[config.mk]
export PLATFORM = sky130hd
export DESIGN_NAME = ll1pp_ram
export DESIGN_NICKNAME = d
export VERILOG_FILES = /design/src/ll1pp_ram.sv
export SDC_FILE = /design/constraint.sdc
export NUM_CORES = 2
export LEC_CHECK = 0
export ABC_AREA = 1
export BUFFER_PORTS_ARGS = -buffer_cell sky130_fd_sc_hd__buf_2
export CORE_ASPECT_RATIO = 1.5
export CORE_MARGIN = 1.5
export CORE_UTILIZATION = 40
export DETAILED_ROUTE_END_ITERATION = 10
export SKIP_LAST_GASP = 1
export SYNTH_ARGS = -nofsm -noshare
export SYNTH_HDL_FRONTEND = slang
export SYNTH_SLANG_ARGS = --single-unit
[constraint.sdc]
create_clock -name clk -period 2.2 [get_ports clk]
set_clock_uncertainty 0.05 [all_clocks]
set_input_delay 0.33 -clock clk [delete_from_list [all_inputs] [get_ports clk]]
set_output_delay 0.33 -clock clk [all_outputs]
set_load 0.02 [all_outputs]
[src/ll1pp_ram.sv]
module ll1pp_ram #(
    parameter int WIDTH = 8,
    parameter int DEPTH = 256,
    parameter int AW    = (DEPTH > 1) ? $clog2(DEPTH) : 1
) (
    input  logic             clk,
    input  logic             we,
    input  logic [AW-1:0]    waddr,
    input  logic [WIDTH-1:0] wdata,
    input  logic             re,
    input  logic [AW-1:0]    raddr,
    output logic [WIDTH-1:0] rdata
);

    logic [WIDTH-1:0] mem [DEPTH];
    logic [WIDTH-1:0] rdata_reg;

    // One write port, one registered read port; read data holds until the next read.
    always_ff @(posedge clk)
    begin
        if (we)
        begin
            mem[waddr] <= wdata;
        end
        if (re)
        begin
            rdata_reg <= mem[raddr];
        end
    end

    assign rdata = rdata_reg;

endmodule

## Yosys cells after proc, flatten, opt, wreduce, memory -nomap -nowiden

Memory sizes are Yosys's and may differ from the RTL's. A register that Yosys moved wholly into a read port is not among the register bits.
Cells that the tools add are included.
Widths: inputs -> output; s select.

- Bits in writable memories: 2048
- Word-level logic and storage cells: 3
- Bits of input ports: 27
- Memories: 1
- Flip-flop bits (word level): 0

Memories:

| name | depth | bits a word | read ports | clocked after memory_dff | write ports | RTL line | RTL |
|---|---|---|---|---|---|---|---|
| mem | 256 | 8 | 1 | 1 | 1 | 15 | `logic [WIDTH-1:0] mem [DEPTH];` |

- Mux-type cells: 2

Operators with widths:

| cell | count |
|---|---|
| $mux 1 | 2 |

## Depth between registers and ports, before layout

- Depth after elaboration: 2
- Mapped depth: 15

## Worst setup path after synthesis

Ideal clock, no wire load.

- Kind: input -> register
- From: in we
- To: mem mem[162][0] (enable)
- Path buffers: 2
- Setup slack: 0.329 ns
- Stages on the path: 4
- Required time: 1.780 ns
- Data arrival time: 1.451 ns
- Cell sequence: clkbuf_1 -> nand3_1 -> clkbuf_1 -> nor2_1

- Cells in the longest elaborated chain, start to end: 2

RTL lines:

| element | RTL line | RTL |
|---|---|---|
| start, declared | 7 | `input logic we,` |
| $mux 1 | 21 | `if (we)` |
| $mux 1 (not written as such) | 23 | `mem[waddr] <= wdata;` |
| end, declared | 15 |  |

No other way between the ends.

==> metrics.md <==
| Metric | Value |
|---|---|
| Vias | `56559` |
| CP endpoint kind | `flip-flop` |
| Crit path time final | `2.22 ns` |
| Clock Tree Root | `clkbuf_16` |
| Area of the multi-input gates | `19200 sq um` |
| Worst min path class | `in2reg` |
| DRC | `0` |
| Crit path DAT | `2.73 ns` |
| Critical Path, Cell by Cell | `nand2_1 > nand3_1 > nand3_1 > nand3_1 > nand3_1 > nand3_1 > nand3_1 > nand2_1 > nand2_1 > nand2_1` |
| Total CTS buffers | `186` |
| Max_slew headroom | `19.4%` |
| Top-count cell post-synth | `nand2_1` |
| CTS tree | `done` |
| Min-delay src | `raddr[7]` |
| Worst reg2reg startpoint | `mem[239][7]` |
| Detailed placement HPWL | `between 150 and 200 mm` |
| Avg Cell Area, Syn | `11.9 sq um` |
| Overflow after GRT | `0` |
| Slowest stage delay, CP | `0.42 ns` |
| Predominant post-synthesis flop cell | `edfxtp_1` |
| GP Congestion | `slightly above 0.9` |
| Sequential cell area | `61700 sq um` |
| Crit Path Category | `reg2reg` |
| Clock tree sinks | `between 2000 and 2500` |
| Pin count of the biggest net entering global routing | `81` |
| DIE WIDTH | `376 um` |
| Synthesis-to-layout area growth | `17.5%` |
| Largest cells by area after synthesis | `edfxtp_1 74%, nand3_1 12%, nand2_1 9.5%, buf_2 1.6%, nor2_1 1.3%` |
| CP startpoint kind | `flip-flop` |
| Routed len/inst | `23.8 um` |
| First-pass GRT wire length | `between 300 and 400 mm` |
| Crit. Startpoint | `mem[239][7]` |
| Async set or reset register ratio after synthesis | `0%` |
| Status | `finished with violations` |
| Fill cells | `18313` |
| Critical Path Fanout Max | `1` |
| Power consumption | `between 80000 and 90000 uW` |
| Peak VDD IR | `approximately 0.58 mV` |
| Failing checks | `setup timing` |
| Syn nets | `around 7000` |
| Critical path buffer and inverter count | `0` |
| Area leader, netlist | `edfxtp_1` |
| Max_cap viols | `0` |
| Vias per inst | `5.46` |
| Power per cell area | `821 nW/um^2` |
| Layout cell share with drive strength beyond 1 | `13.9%` |
| Max Slew Vio Count | `0` |
| DR iter-0 viols | `5663` |
| Clock insertion delay at the later pin of the skew report | `0.85 ns` |
| CTS Buffer Depth | `4` |
| Worst setup margin | `-0.0225 ns` |
| Largest register FFs | `approximately 2000` |
| Period utilisation layout | `101%` |
| All-layer global routing usage | `a little under a quarter` |
| Place WS | `-0.803 ns` |
| Postcts setup bufs | `0` |
| Row count | `205` |
| Worst Path Required | `2.71 ns` |
| Via count of the first global-routing pass | `55955` |
| Cell area after synthesis | `83500 sq um` |
| Synth cell count leaders | `2123 x nand2_1, 2056 x edfxtp_1, 2019 x nand3_1` |
| Seq/Total Area, Yosys | `approximately 74%` |
| First drt pass iteration count | `8` |
| Crit-path leading delay family | `simple AND/OR/NAND/NOR gates` |
| Post-DRT Antenna Nets | `0` |
| Worst Tran Pin Value | `1.21 ns` |
| Slowest cell on crit path | `nand3_1` |
| Yosys warning total | `0` |
| Clock-pin slew on the worst setup and hold paths | `around 0.07 ns` |
| H-tree Lvls | `4` |
| TNS Setup | `-0.0225 ns` |
| Fmax | `about 450 MHz` |
| Core area | `208000 sq um` |
| Pleak | `0.0351 uW` |
| Final setup vio count | `1` |
| Initial cell density of the core | `40.2%` |
| Number of synthesized register bits | `2056` |
| Synth cell types | `13` |
| Initial antenna violation count | `9` |
| Total Wirelength | `247 mm` |
| Post-Synthesis Cells | `7003` |
| EDFF count, synth | `2056` |
| Most used cell, CP | `nand3_1` |
| Yosys top cell area share | `74.0%` |
| Die area | `between 200000 and 250000 sq um` |
| PortBufs | `34` |
| Chip height | `562 um` |
| # nets final | `7549` |
| Boundary Pins | `35` |
| RSZ-0062 raised after global routing | `no` |
| Final Hold Fails | `0` |
path summary, 6_finish.rpt:
path                   end  slack, ns  cells after the start
setup / recovery  rdata[7]      -0.02                     10
hold / removal    rdata[5]       0.11                      3
setup reg to reg  rdata[7]      -0.02                     10
hold reg to reg   rdata[0]       1.01                     10
layout make-up:
class | instances | area share [%]
Inverter | 39 | 0.184
Multi-Input combinational cell | 4425 | 19.5
Timing Repair Buffer | 814 | 8.05
Clock inverter | 102 | 0.869
Sequential cell | 2056 | 62.9
Clock buffer | 223 | 4.97
Tap cell | 2691 | 3.43
Antenna cell | 6 | 0.0153
cells by family (layout without fill, tap and decap cells):
kind of cell           count (synthesis)  count (layout)  share of synthesized area, %
other                                  0               6                             0
buffers and inverters                522            1178                          3.12
flip-flops                          2056            2056                          74.0
AND/OR/NAND/NOR                     4425            4425                          22.9
worst reg2reg max path: stages, from the launching register on:
cell,delay (ns)
edfxtp_1,0.39
nand2_1,0.08
nand3_1,0.09
nand3_1,0.10
nand3_1,0.16
nand3_1,0.18
nand3_1,0.14
nand3_1,0.42
nand2_1,0.11
nand2_1,0.16
nand2_1,0.07
metrics by stage:
| step | hold WS [ns] | instances | instance area (sq um) | util [%] |
|---|---|---|---|---|
| 2_1_floorplan | 0.379 | 7003 | 83500 | - |
| 3_3_place_gp | 0.549 | 10016 | 92200 | 44.4 |
| 3_5_place_dp | 0.548 | 10016 | 92200 | 44.4 |
| 4_1_cts | 0.0406 | 10350 | 98100 | 47.2 |
| 5_1_grt | 0.0720 | 10351 | 98100 | 47.2 |
| 6_report | 0.110 | 10356 | 98100 | 47.2 |
layer usage:
layer	up-vias	track usage [%]	wire [um]
li1	25891	-	-
met1	27905	27.4	90600
met2	2173	41.1	126000
met3	584	2.62	15600
met4	6	12.6	14900
met5	-	0	29
timing repair:
action	CTS	global route
hold buffers	9	0
endpoints found under the setup margin	1	3
hold endpoints to repair	234	0
resized for setup	1	3
power breakdown:
part	switching [uW]	internal, uW	leakage (uW)
registers	60.8	43200	0.0185
logic	4060	1810	0.0138
clock network	14100	17300	0.00280
cells in the final DEF (no fill, tap or decap), types with 2 or more instances in the layout:
| cell type | Yosys | final |
|---|---|---|
| nand2_1 | 2123 | 2120 |
| edfxtp_1 | 2056 | 2056 |
| nand3_1 | 2019 | 2016 |
| buf_4 | 46 | 633 |
| nor2_1 | 283 | 283 |
| clkbuf_16 | 0 | 190 |
| buf_12 | 0 | 139 |
| clkinv_1 | 0 | 43 |
| inv_1 | 36 | 34 |
| clkbuf_1 | 112 | 33 |
| clkinv_2 | 0 | 31 |
| buf_2 | 268 | 22 |
| bufinv_16 | 0 | 13 |
| buf_8 | 1 | 11 |
| dlygate4sd3_1 | 0 | 9 |
| clkinvlp_4 | 0 | 7 |
| diode_2 | 0 | 6 |
| clkinv_4 | 0 | 4 |
| nand3_2 | 0 | 3 |
| nand2_2 | 0 | 3 |
| clkinv_8 | 0 | 3 |
| inv_8 | 0 | 2 |
No activity file was read; power rests on OpenSTA's default activity.
